===== src/rtl/core/hbro_pkg.sv =====
`timescale 1ns / 1ps
// shared types and constants of the h-bridge brake/reverse oscillator
// no dependencies; used by the channel interfaces and the top level

package hbro_pkg;

	typedef enum logic [1:0] {
		DIR_STOP  = 2'd0,
		DIR_FWD   = 2'd1,
		DIR_REV   = 2'd2,
		DIR_BRAKE = 2'd3
	} dir_t;

	typedef enum logic [1:0] {
		FUNC_SET  = 2'd0,
		FUNC_AUTO = 2'd1,
		FUNC_TIME = 2'd2
	} func_t;

	typedef enum logic [1:0] {
		DRV_LOW  = 2'd0,
		DRV_HIGH = 2'd1,
		DRV_PWM  = 2'd2
	} drv_t;

	// register index, taken from paddr[2]
	localparam logic REG_BRAKE_LEN  = 1'b0;
	localparam logic REG_PWM_PERIOD = 1'b1;

	localparam int unsigned DUTY_W  = 10;
	localparam int unsigned TICK_W  = 16;
	localparam int unsigned TIME_W  = 32;
	localparam int unsigned APB_AW  = 3;
	localparam int unsigned APB_DW  = 32;

	// period (16b) * duty (10b) + rounding
	localparam int unsigned PROD_W  = 26;
	// x/1000 == (x>>3)/125, and (n*RECIP_125)>>RECIP_SHIFT == n/125 for n < 2**23
	localparam int unsigned DIV_IN_W   = PROD_W - 3;
	localparam int unsigned RECIP_W    = 24;
	localparam int unsigned MULQ_W     = DIV_IN_W + RECIP_W;
	localparam int unsigned RECIP_SHIFT = 30;
	localparam logic [RECIP_W-1:0] RECIP_125 = 24'd8589935;

	localparam logic [DUTY_W-1:0] FULL_DUTY  = 10'd1000;
	localparam logic [PROD_W-1:0] HALF_ROUND = 26'd500;
	localparam logic [TICK_W-1:0] PERIOD_RESET = 16'd1000;
	localparam logic [TICK_W-1:0] CMP_RESET    = 16'd500;
	localparam logic [TICK_W-1:0] PERIOD_MIN   = 16'd2;

	typedef struct packed {
		dir_t              dir;
		logic [DUTY_W-1:0] duty;
		drv_t              fwd;
		drv_t              rev;
		logic              auto_mode;
		logic              auto_on;
		logic              braking;
		logic              cmp_upd;
	} ctl_t;

endpackage


===== src/rtl/core/hbro_if.sv =====
`timescale 1ns / 1ps
// valid/ready channels of the h-bridge controller: command in, bridge state out
// depends on hbro_pkg for field widths

interface hbro_cmd_if;
	logic                          valid;
	logic                          ready;
	logic [1:0]                    func;
	logic [1:0]                    direction;
	logic [hbro_pkg::DUTY_W-1:0]   duty;
	logic [hbro_pkg::TIME_W-1:0]   switch_period;
	logic [hbro_pkg::TIME_W-1:0]   now_ms;

	modport source (
		output valid, func, direction, duty, switch_period, now_ms,
		input  ready
	);
	modport sink (
		input  valid, func, direction, duty, switch_period, now_ms,
		output ready
	);
endinterface

interface hbro_res_if;
	logic                          valid;
	logic                          ready;
	logic [1:0]                    cur_direction;
	logic [hbro_pkg::DUTY_W-1:0]   cur_duty;
	logic [1:0]                    fwd_drive;
	logic [1:0]                    rev_drive;
	logic [hbro_pkg::TICK_W-1:0]   compare_value;
	logic                          auto_mode;
	logic                          auto_on;
	logic                          braking_pending;

	modport source (
		output valid, cur_direction, cur_duty, fwd_drive, rev_drive, compare_value,
		       auto_mode, auto_on, braking_pending,
		input  ready
	);
	modport sink (
		input  valid, cur_direction, cur_duty, fwd_drive, rev_drive, compare_value,
		       auto_mode, auto_on, braking_pending,
		output ready
	);
endinterface


===== src/rtl/core/hbridge_brake_reverse_oscillator.sv =====
`timescale 1ns / 1ps
// h-bridge direction controller with brake-before-reverse and auto oscillation
// depends on hbro_pkg and the channels in hbro_if

// Accepts one command item per clock and returns one bridge-state item per
// command, in order. Sustained rate is one item per cycle while the result
// side is not stalled: the direction/brake state is updated in a single stage
// right after the input register, and the PWM compare value follows in two
// more stages (period*duty, then a reciprocal multiply for the divide by 1000),
// with the 1..period-1 limit in front of the output register. The input side
// stalls only while the output register holds an item that has not been taken
// and every stage behind it is full. Registers brake length (address 0) and
// PWM period (address 4) are to be written by the user over the APB port only
// while no item is in flight; the block does not enforce this. A changed period
// also acts on compare values of items already in the compare stages.

module hbridge_brake_reverse_oscillator (
	input  logic                               clk,
	input  logic                               arst_n,
	hbro_cmd_if.sink                           cmd,
	hbro_res_if.source                         res,
	input  logic                               psel,
	input  logic                               penable,
	input  logic                               pwrite,
	input  logic [hbro_pkg::APB_AW-1:0]        paddr,
	input  logic [hbro_pkg::APB_DW-1:0]        pwdata,
	output logic [hbro_pkg::APB_DW-1:0]        prdata,
	output logic                               pready
);

	localparam int unsigned DW = hbro_pkg::DUTY_W;
	localparam int unsigned TW = hbro_pkg::TIME_W;
	localparam int unsigned KW = hbro_pkg::TICK_W;

	function automatic logic is_driving(hbro_pkg::dir_t d);
		return (d == hbro_pkg::DIR_FWD) || (d == hbro_pkg::DIR_REV);
	endfunction

	function automatic hbro_pkg::dir_t flip_dir(hbro_pkg::dir_t d);
		return (d == hbro_pkg::DIR_FWD) ? hbro_pkg::DIR_REV : hbro_pkg::DIR_FWD;
	endfunction

	function automatic logic [DW-1:0] clamp_duty(logic [DW-1:0] d);
		return (d > hbro_pkg::FULL_DUTY) ? hbro_pkg::FULL_DUTY : d;
	endfunction

	function automatic hbro_pkg::drv_t level(logic active, logic [DW-1:0] d);
		hbro_pkg::drv_t lv;
		if (!active || d == '0) begin
			lv = hbro_pkg::DRV_LOW;
		end else if (d >= hbro_pkg::FULL_DUTY) begin
			lv = hbro_pkg::DRV_HIGH;
		end else begin
			lv = hbro_pkg::DRV_PWM;
		end
		return lv;
	endfunction

	// ---------------- configuration ----------------
	logic [KW-1:0] brake_len_q;
	logic [KW-1:0] pwm_period_q;
	logic [KW-1:0] period_eff;
	logic          cfg_wr;

	assign pready = 1'b1;
	assign cfg_wr = psel && penable && pwrite;

	always_ff @(posedge clk or negedge arst_n) begin
		if (!arst_n) begin
			brake_len_q  <= '0;
			pwm_period_q <= hbro_pkg::PERIOD_RESET;
		end else if (cfg_wr) begin
			unique case (paddr[2])
				hbro_pkg::REG_BRAKE_LEN:  brake_len_q  <= pwdata[KW-1:0];
				hbro_pkg::REG_PWM_PERIOD: pwm_period_q <= pwdata[KW-1:0];
				default: ;
			endcase
		end
	end

	always_comb begin
		unique case (paddr[2])
			hbro_pkg::REG_BRAKE_LEN:  prdata = {{(hbro_pkg::APB_DW-KW){1'b0}}, brake_len_q};
			hbro_pkg::REG_PWM_PERIOD: prdata = {{(hbro_pkg::APB_DW-KW){1'b0}}, pwm_period_q};
			default:                  prdata = '0;
		endcase
	end

	assign period_eff = (pwm_period_q < hbro_pkg::PERIOD_MIN) ? hbro_pkg::PERIOD_MIN
		: pwm_period_q;

	// ---------------- pipeline handshake ----------------
	logic v_s1, v_s2, v_s3, v_s4, out_valid_q;
	logic rdy1, rdy2, rdy3, rdy4, adv_out;

	assign adv_out   = !out_valid_q || res.ready;
	assign rdy4      = !v_s4 || adv_out;
	assign rdy3      = !v_s3 || rdy4;
	assign rdy2      = !v_s2 || rdy3;
	assign rdy1      = !v_s1 || rdy2;
	assign cmd.ready = rdy1;

	always_ff @(posedge clk or negedge arst_n) begin
		if (!arst_n) begin
			v_s1        <= 1'b0;
			v_s2        <= 1'b0;
			v_s3        <= 1'b0;
			v_s4        <= 1'b0;
			out_valid_q <= 1'b0;
		end else begin
			if (rdy1)    v_s1        <= cmd.valid;
			if (rdy2)    v_s2        <= v_s1;
			if (rdy3)    v_s3        <= v_s2;
			if (rdy4)    v_s4        <= v_s3;
			if (adv_out) out_valid_q <= v_s4;
		end
	end

	// ---------------- stage 1: input register ----------------
	hbro_pkg::func_t func_s1;
	hbro_pkg::dir_t  dir_s1;
	logic [DW-1:0]   duty_s1;
	logic [TW-1:0]   sp_s1;
	logic [TW-1:0]   now_s1;

	always_ff @(posedge clk) begin
		if (rdy1 && cmd.valid) begin
			func_s1 <= hbro_pkg::func_t'(cmd.func);
			dir_s1  <= hbro_pkg::dir_t'(cmd.direction);
			duty_s1 <= cmd.duty;
			sp_s1   <= cmd.switch_period;
			now_s1  <= cmd.now_ms;
		end
	end

	// ---------------- control state ----------------
	hbro_pkg::dir_t dir_q, next_dir_q;
	logic [DW-1:0]  duty_q, next_duty_q;
	logic           mode_q, auto_en_q, brake_flag_q;
	logic [TW-1:0]  period_q, last_switch_q, brake_end_q;

	hbro_pkg::dir_t n_dir, n_next_dir;
	logic [DW-1:0]  n_duty, n_next_duty;
	logic           n_mode, n_auto_en, n_brake_flag;
	logic [TW-1:0]  n_period, n_last_switch, n_brake_end;

	logic           sc_en, ap_en;
	hbro_pkg::dir_t sc_target, ap_dir;
	logic [DW-1:0]  sc_duty, ap_duty, duty_c;
	logic           auto_ok;
	logic [TW-1:0]  brake_diff;
	logic           cmp_upd;
	logic [DW-1:0]  cmp_duty;
	hbro_pkg::ctl_t ctl_c;

	always_comb begin
		n_dir         = dir_q;
		n_duty        = duty_q;
		n_mode        = mode_q;
		n_auto_en     = auto_en_q;
		n_period      = period_q;
		n_last_switch = last_switch_q;
		n_brake_flag  = brake_flag_q;
		n_brake_end   = brake_end_q;
		n_next_dir    = next_dir_q;
		n_next_duty   = next_duty_q;
		sc_en         = 1'b0;
		sc_target     = hbro_pkg::DIR_STOP;
		sc_duty       = '0;
		ap_en         = 1'b0;
		ap_dir        = hbro_pkg::DIR_STOP;
		ap_duty       = '0;
		cmp_upd       = 1'b0;
		cmp_duty      = '0;
		duty_c        = clamp_duty(duty_s1);
		auto_ok       = (duty_c != '0) && (sp_s1 != '0);
		brake_diff    = now_s1 - brake_end_q;

		case (func_s1)
			hbro_pkg::FUNC_SET: begin
				n_mode    = 1'b0;
				n_auto_en = 1'b0;
				n_period  = '0;
				sc_en     = 1'b1;
				sc_target = dir_s1;
				sc_duty   = is_driving(dir_s1) ? duty_c : '0;
			end
			hbro_pkg::FUNC_AUTO: begin
				n_mode    = 1'b1;
				n_period  = sp_s1;
				n_auto_en = auto_ok;
				if (!auto_ok) begin
					sc_en     = 1'b1;
					sc_target = hbro_pkg::DIR_STOP;
				end else if (brake_flag_q) begin
					n_next_duty = duty_c;
				end else if (!is_driving(dir_q)) begin
					sc_en     = 1'b1;
					sc_target = hbro_pkg::DIR_FWD;
					sc_duty   = duty_c;
				end else if ((now_s1 - last_switch_q) >= sp_s1) begin
					sc_en     = 1'b1;
					sc_target = flip_dir(dir_q);
					sc_duty   = duty_c;
				end else begin
					ap_en   = 1'b1;
					ap_dir  = dir_q;
					ap_duty = duty_c;
				end
			end
			hbro_pkg::FUNC_TIME: begin
				if (brake_flag_q && !brake_diff[TW-1]) begin
					// brake interval over: apply the pending direction
					n_brake_flag = 1'b0;
					n_brake_end  = '0;
					if (is_driving(next_dir_q)) n_last_switch = now_s1;
					ap_en   = 1'b1;
					ap_dir  = next_dir_q;
					ap_duty = next_duty_q;
				end else if (mode_q && auto_en_q && is_driving(dir_q) && period_q != '0
						&& (now_s1 - last_switch_q) >= period_q) begin
					sc_en     = 1'b1;
					sc_target = flip_dir(dir_q);
					sc_duty   = duty_q;
				end
			end
			default: ;
		endcase

		// direction change, with a brake interval when a driven bridge is reversed or stopped and the brake length is nonzero
		if (sc_en) begin
			if (sc_target == hbro_pkg::DIR_BRAKE) begin
				n_brake_flag = 1'b0;
				n_brake_end  = '0;
				n_next_dir   = hbro_pkg::DIR_BRAKE;
				n_next_duty  = '0;
				ap_en        = 1'b1;
				ap_dir       = hbro_pkg::DIR_BRAKE;
				ap_duty      = '0;
			end else if (brake_len_q != '0 && is_driving(dir_q) && sc_target != dir_q) begin
				n_next_dir   = sc_target;
				n_next_duty  = sc_duty;
				n_brake_flag = 1'b1;
				n_brake_end  = now_s1 + {{(TW-KW){1'b0}}, brake_len_q};
				ap_en        = 1'b1;
				ap_dir       = hbro_pkg::DIR_BRAKE;
				ap_duty      = '0;
			end else begin
				n_brake_flag = 1'b0;
				n_brake_end  = '0;
				n_next_dir   = sc_target;
				n_next_duty  = sc_duty;
				if (is_driving(sc_target)) n_last_switch = now_s1;
				ap_en   = 1'b1;
				ap_dir  = sc_target;
				ap_duty = sc_duty;
			end
		end

		if (ap_en) begin
			if (clamp_duty(ap_duty) != '0 && clamp_duty(ap_duty) < hbro_pkg::FULL_DUTY) begin
				cmp_upd  = 1'b1;
				cmp_duty = clamp_duty(ap_duty);
			end
			n_dir  = ap_dir;
			n_duty = is_driving(ap_dir) ? clamp_duty(ap_duty) : '0;
		end

		ctl_c.dir       = n_dir;
		ctl_c.duty      = n_duty;
		if (n_dir == hbro_pkg::DIR_BRAKE) begin
			ctl_c.fwd = hbro_pkg::DRV_HIGH;
			ctl_c.rev = hbro_pkg::DRV_HIGH;
		end else begin
			ctl_c.fwd = level(n_dir == hbro_pkg::DIR_FWD, n_duty);
			ctl_c.rev = level(n_dir == hbro_pkg::DIR_REV, n_duty);
		end
		ctl_c.auto_mode = n_mode;
		ctl_c.auto_on   = n_auto_en;
		ctl_c.braking   = n_brake_flag;
		ctl_c.cmp_upd   = cmp_upd;
	end

	always_ff @(posedge clk or negedge arst_n) begin
		if (!arst_n) begin
			dir_q         <= hbro_pkg::DIR_STOP;
			duty_q        <= '0;
			mode_q        <= 1'b0;
			auto_en_q     <= 1'b0;
			period_q      <= '0;
			last_switch_q <= '0;
			brake_flag_q  <= 1'b0;
			brake_end_q   <= '0;
			next_dir_q    <= hbro_pkg::DIR_STOP;
			next_duty_q   <= '0;
		end else if (v_s1 && rdy2) begin
			dir_q         <= n_dir;
			duty_q        <= n_duty;
			mode_q        <= n_mode;
			auto_en_q     <= n_auto_en;
			period_q      <= n_period;
			last_switch_q <= n_last_switch;
			brake_flag_q  <= n_brake_flag;
			brake_end_q   <= n_brake_end;
			next_dir_q    <= n_next_dir;
			next_duty_q   <= n_next_duty;
		end
	end

	// ---------------- stages 2..4: compare value ----------------
	hbro_pkg::ctl_t ctl_s2, ctl_s3, ctl_s4;
	logic [DW-1:0]                    cmp_duty_s2;
	logic [hbro_pkg::PROD_W-1:0]      prod_s3;
	logic [KW-1:0]                    quo_s4;
	logic [hbro_pkg::PROD_W-1:0]      prod_c;
	logic [hbro_pkg::MULQ_W-1:0]      mulq_c;
	logic [KW-1:0]                    cmp_c;
	logic [KW-1:0]                    cmp_q;

	always_ff @(posedge clk) begin
		if (rdy2 && v_s1) begin
			ctl_s2      <= ctl_c;
			cmp_duty_s2 <= cmp_duty;
		end
		if (rdy3 && v_s2) begin
			ctl_s3  <= ctl_s2;
			prod_s3 <= prod_c;
		end
		if (rdy4 && v_s3) begin
			ctl_s4 <= ctl_s3;
			quo_s4 <= mulq_c[hbro_pkg::RECIP_SHIFT +: KW];
		end
	end

	// rounded period*duty, then divide by 1000 through a reciprocal multiply
	assign prod_c = hbro_pkg::PROD_W'(period_eff) * hbro_pkg::PROD_W'(cmp_duty_s2)
		+ hbro_pkg::HALF_ROUND;
	assign mulq_c = hbro_pkg::MULQ_W'(prod_s3[hbro_pkg::PROD_W-1:3])
		* hbro_pkg::MULQ_W'(hbro_pkg::RECIP_125);

	always_comb begin
		if (quo_s4 == '0) begin
			cmp_c = KW'(1);
		end else if (quo_s4 >= period_eff) begin
			cmp_c = period_eff - KW'(1);
		end else begin
			cmp_c = quo_s4;
		end
	end

	// ---------------- output register ----------------
	hbro_pkg::ctl_t ctl_q;
	logic [KW-1:0]  compare_q;

	always_ff @(posedge clk or negedge arst_n) begin
		if (!arst_n) begin
			cmp_q <= hbro_pkg::CMP_RESET;
		end else if (adv_out && v_s4 && ctl_s4.cmp_upd) begin
			cmp_q <= cmp_c;
		end
	end

	always_ff @(posedge clk) begin
		if (adv_out && v_s4) begin
			ctl_q     <= ctl_s4;
			compare_q <= ctl_s4.cmp_upd ? cmp_c : cmp_q;
		end
	end

	assign res.valid           = out_valid_q;
	assign res.cur_direction   = ctl_q.dir;
	assign res.cur_duty        = ctl_q.duty;
	assign res.fwd_drive       = ctl_q.fwd;
	assign res.rev_drive       = ctl_q.rev;
	assign res.compare_value   = compare_q;
	assign res.auto_mode       = ctl_q.auto_mode;
	assign res.auto_on         = ctl_q.auto_on;
	assign res.braking_pending = ctl_q.braking;

	// ---------------- assertions ----------------
	a_brake_dir: assert property (@(posedge clk) disable iff (!arst_n)
		res.valid && res.braking_pending |-> res.cur_direction == hbro_pkg::DIR_BRAKE)
		else $error("pending brake without brake direction");

	a_duty_drive: assert property (@(posedge clk) disable iff (!arst_n)
		res.valid && res.cur_duty != '0 |->
			(res.cur_direction == hbro_pkg::DIR_FWD || res.cur_direction == hbro_pkg::DIR_REV)
			&& res.cur_duty <= hbro_pkg::FULL_DUTY)
		else $error("nonzero duty while not driving or above full duty");

	a_cmp_nonzero: assert property (@(posedge clk) disable iff (!arst_n)
		res.valid |-> res.compare_value != '0)
		else $error("compare value of zero");

	a_stall_cause: assert property (@(posedge clk) disable iff (!arst_n)
		!cmd.ready |-> res.valid && !res.ready)
		else $error("input stalled while output side is free");

endmodule

===== src/flat_wrapper.sv =====
// flat-port wrapper written by rule: the top's interface ports become plain ports
module hbridge_brake_reverse_oscillator_flat 
  (clk, arst_n, psel, penable, pwrite, paddr, pwdata, prdata, pready, cmd_valid, cmd_func, cmd_direction, cmd_duty, cmd_switch_period, cmd_now_ms, cmd_ready, res_valid, res_cur_direction, res_cur_duty, res_fwd_drive, res_rev_drive, res_compare_value, res_auto_mode, res_auto_on, res_braking_pending, res_ready);
  hbro_cmd_if cmd_i ();
  hbro_res_if res_i ();
  input  logic clk;
  input  logic arst_n;
  input  logic psel;
  input  logic penable;
  input  logic pwrite;
  input  logic [hbro_pkg::APB_AW-1:0] paddr;
  input  logic [hbro_pkg::APB_DW-1:0] pwdata;
  output logic [hbro_pkg::APB_DW-1:0] prdata;
  output logic pready;
  input wire logic [$bits(cmd_i.valid)-1:0] cmd_valid;
  input wire logic [$bits(cmd_i.func)-1:0] cmd_func;
  input wire logic [$bits(cmd_i.direction)-1:0] cmd_direction;
  input wire logic [$bits(cmd_i.duty)-1:0] cmd_duty;
  input wire logic [$bits(cmd_i.switch_period)-1:0] cmd_switch_period;
  input wire logic [$bits(cmd_i.now_ms)-1:0] cmd_now_ms;
  output wire logic [$bits(cmd_i.ready)-1:0] cmd_ready;
  output wire logic [$bits(res_i.valid)-1:0] res_valid;
  output wire logic [$bits(res_i.cur_direction)-1:0] res_cur_direction;
  output wire logic [$bits(res_i.cur_duty)-1:0] res_cur_duty;
  output wire logic [$bits(res_i.fwd_drive)-1:0] res_fwd_drive;
  output wire logic [$bits(res_i.rev_drive)-1:0] res_rev_drive;
  output wire logic [$bits(res_i.compare_value)-1:0] res_compare_value;
  output wire logic [$bits(res_i.auto_mode)-1:0] res_auto_mode;
  output wire logic [$bits(res_i.auto_on)-1:0] res_auto_on;
  output wire logic [$bits(res_i.braking_pending)-1:0] res_braking_pending;
  input wire logic [$bits(res_i.ready)-1:0] res_ready;
  assign cmd_i.valid = cmd_valid;
  assign cmd_i.func = cmd_func;
  assign cmd_i.direction = cmd_direction;
  assign cmd_i.duty = cmd_duty;
  assign cmd_i.switch_period = cmd_switch_period;
  assign cmd_i.now_ms = cmd_now_ms;
  assign cmd_ready = cmd_i.ready;
  assign res_valid = res_i.valid;
  assign res_cur_direction = res_i.cur_direction;
  assign res_cur_duty = res_i.cur_duty;
  assign res_fwd_drive = res_i.fwd_drive;
  assign res_rev_drive = res_i.rev_drive;
  assign res_compare_value = res_i.compare_value;
  assign res_auto_mode = res_i.auto_mode;
  assign res_auto_on = res_i.auto_on;
  assign res_braking_pending = res_i.braking_pending;
  assign res_i.ready = res_ready;
  hbridge_brake_reverse_oscillator u_core (.clk(clk), .arst_n(arst_n), .cmd(cmd_i), .res(res_i), .psel(psel), .penable(penable), .pwrite(pwrite), .paddr(paddr), .pwdata(pwdata), .prdata(prdata), .pready(pready));
endmodule

===== config.mk =====
export PLATFORM = sky130hd
export DESIGN_NAME = hbridge_brake_reverse_oscillator_flat
export DESIGN_NICKNAME = d
export VERILOG_FILES = /design/src/rtl/core/hbro_pkg.sv /design/src/rtl/core/hbro_if.sv /design/src/rtl/core/hbridge_brake_reverse_oscillator.sv /design/src/flat_wrapper.sv
export SDC_FILE = /design/constraint.sdc
export NUM_CORES = 2
export LEC_CHECK = 0
export BUFFER_PORTS_ARGS = -buffer_cell sky130_fd_sc_hd__buf_2
export CAP_MARGIN = 20
export CORE_MARGIN = 2
export CORE_UTILIZATION = 30
export CTS_CLUSTER_SIZE = 25
export DETAILED_ROUTE_END_ITERATION = 6
export GPL_TIMING_DRIVEN = 0
export PLACE_DENSITY = 0.46
export SLEW_MARGIN = 10
export SYNTH_ARGS = -nofsm -noshare
export SYNTH_HDL_FRONTEND = slang
export SYNTH_SLANG_ARGS = --single-unit

===== constraint.sdc =====
create_clock -name clk -period 19.8 [get_ports clk]
set_input_delay 0.99 -clock clk [delete_from_list [all_inputs] [get_ports clk]]
set_output_delay 0.99 -clock clk [all_outputs]
set_load 0.02 [all_outputs]

==> flow_summary.ini <==
[detailed_routing]
drc = 0
drt-met1-wl_um = 44700
num_vias = 23600
drt_first_pass_iters = 6
ant_nets = 0
wl_met3_um = 4740
vias_per_cell = 4.73
highest_layer = met5
drtIter0Drc = 1353
routedWlPerCell_um = 18.7
routed_wirelength_um = 93400
routed-wl-met2_um = 42200

[synthesis]
synthAdderAreaFrac_pct = 33.3
synthMuxAreaShare_pct = 3.05
synth_xor_area_share_pct = 2.82
ys_warn_count = 0
yosys-top-cells-area = edfxtp_1 20%, ha_1 17%, fa_1 16%
synth-simple-area-share_pct = 10.3
yosys_most_used_dff = edfxtp_1
synth.distinct_cells = 89
synth-seq-area-share_pct = 32.8
yosys.area.top_type = edfxtp_1
syn_area_mm2 = 0.0338
syn_inst = 3231
ys_ff_latch = 398
syn_area_per_cell_um2 = 10.5
synthArstFlopShare_pct = 44.2
synth_compound_gate_area_share_pct = 10.0
synth_top_family_by_area = adder cells
yosysTopAreaCellShare_pct = 19.7
synth-edff-count = 222

[sta]
setup_viol = 0
setup_ws_ns = 9.44
fmax_mhz = 96.5
fin_crit_ns = 10.36
tightest_slew_ns = 1.03
period_share_pct = 52.3
tns_ns = 0
slew_headroom_pct = 31.1
finalMaxSlewViolations = 0
rsz0062_at_grt = no
hold_violations = 0
fin_skew_ns = 0.0483

[critical_path]
slowest_delay_ns = 0.85
startpoint_type = register
worstPathArrival_ns = 10.71
slowest_stage = a21boi_1
worstPathRequired_ns = 20.14
cp-end-kind = register
crit_type = reg2reg
cp_max_fo = 10

[clock_network]
clk_pin_slew_worst_paths_ns = 0.06
cts.sink_count = 398
clock_path_buffers = 3
post_cts_buffers = 0
cts_resized = 0
clk_latency_ns = 0.62
root_buffer = clkbuf_16
hold_buffers = 0
numCtsBuffers = 47
ctsHtreeMaxLevel = 2
cts_tree = built

[cells_and_area]
nFillCells = 11500
layout_common_cells = 580 x inv_1, 461 x ha_1, 293 x nand2_1
syn_to_final_growth_pct = 13.0
fin_nets = 4310
final_common_cell = inv_1
drive_gt1_share_pct = 10.3

[floorplanning]
die_area_mm2 = 0.115
start_util_pct = 30.1
die_y_um = 340
num_rows = 123
ios = 190
core_area_mm2 = 0.112
die_w_um = 340

[global_route]
antenna_found_initial = 6
grt_max_degree = 85
grt_overflow = 0
grt_pass1_vias = 24500
grt_usage_pct = 16.4
grt_pass1_wl_um = 147000

[outcome]
status = completed

[placed_design]
place_congestion = 0.852
dpl.hpwl_um = 75800
post-place-ws_ns = 9.45
port_buffers = 153

[min_path]
hold_class = in2async

[run]
maxCapViolCount = 0
## path summary, 6_finish.rpt
path / startpoint / endpoint / slack [ns] / cells after the start
max in group asynchronous: arst_n / u_core.period_q[9] / 18.52 / 3
worst max-delay path: u_core.now_s1[0] / u_core.ctl_s2[7] / 9.44 / 38
worst max register to register: u_core.now_s1[0] / u_core.ctl_s2[7] / 9.44 / 38
worst min register to register: u_core.ctl_s4[2] / u_core.res.auto_on / 0.40 / 0
min in group clk: u_core.ctl_s4[2] / u_core.res.auto_on / 0.40 / 0
worst min-delay path: arst_n / u_core.duty_q[5] / 0.18 / 1
## worst max-delay path, delay by kind of cell (launching register included)
kind	cells	cell delay (ns)
buffers and inverters	3	0.30
AOI/OAI and AO/OA	19	5.56
and+or+nand+nor	10	1.67
xor gates and xnor gates	2	0.95
adders and majority gates	4	1.15
DFF	1	0.46
## stage by stage
stage          area [um^2]  std cells  util [%]  hold WS, ns
4_1_cts              38200       4994      34.1        0.147
6_report             38200       4996      34.1        0.184
5_1_grt              38200       4995      34.1        0.160
3_5_place_dp         36700       4906      32.7        0.405
2_1_floorplan        33900       3246         -        0.400
3_3_place_gp         36500       4899      32.5        0.402
## sequential cells by signal, summed over array words and instances, names as in the netlist, 16 cells and up
| name | cells |
|---|---|
| u_core.prod_s3 | 23 |
| u_core.period_q | 32 |
| u_core.last_switch_q | 32 |
| u_core.now_s1 | 32 |
| u_core.brake_end_q | 32 |
| u_core.sp_s1 | 32 |
| u_core.cmp_q | 16 |
| u_core.ctl_s4 | 20 |
| u_core.pwm_period_q | 16 |
| u_core.ctl_s3 | 20 |
| u_core.quo_s4 | 16 |
| u_core.res.compare_value | 16 |
| u_core.ctl_s2 | 20 |
| u_core.brake_len_q | 16 |
## synth_stat cells (all sizes together) (5+ instances only)
| cell | count |
|---|---|
| a31o | 6 |
| a22o | 24 |
| nand3 | 63 |
| edfxtp | 222 |
| o21a | 27 |
| dfstp | 12 |
| a21o | 43 |
| mux2i | 12 |
| o21ai | 98 |
| buf | 26 |
| o31ai | 26 |
| a2111oi | 5 |
| a22oi | 9 |
| and3 | 19 |
| xor2 | 28 |
| clkbuf | 67 |
| mux2 | 81 |
| nor2b | 19 |
| a21oi | 114 |
| inv | 580 |
| nand4 | 23 |
| nor3 | 34 |
| a31oi | 14 |
| and2 | 83 |
| o22ai | 9 |
| a211oi | 12 |
| a21boi | 5 |
| o221ai | 29 |
| o21bai | 8 |
| o31a | 6 |
| nor2 | 108 |
| xnor2 | 81 |
| nand2 | 293 |
| or2 | 6 |
| ha | 461 |
| dfrtp | 164 |
| o211ai | 11 |
| nor4 | 34 |
| a211o | 9 |
| or3 | 8 |
| fa | 274 |
| nand2b | 24 |
## area by class of cell
type	count	area [um^2]	share of cell area, %
diodes	2	5.00	0.0131
repair buffers	160	946	2.48
flip-flops and latches	398	11100	29.0
inverters	581	2180	5.71
well taps	1500	1880	4.91
clock buffers	62	1280	3.36
plain buffers	93	424	1.11
clock inverters	26	233	0.609
multi-input cells	2174	20200	52.8
## layer usage
layer / GRT usage (%) / vias to the layer above
met1: 23.1 / 11700
li1: - / 11400
met5: 0 / -
met4: 3.31 / 2
met3: 3.05 / 86
met2: 26.4 / 430
## cells by family (layout without fill, tap and decap cells)
family / after synthesis / in the layout
DFF: 398 / 398
buffers and inverters: 674 / 922
adders and majority gates: 735 / 735
AOI/OAI and AO/OA: 491 / 491
other: 2 / 19
muxes: 93 / 93
xor gates and xnor gates: 109 / 109
and+or+nand+nor: 729 / 729
Power is left out: the tool's default activity adds up to more than one toggle a clock period on the data nets, which glitch-free logic cannot reach.
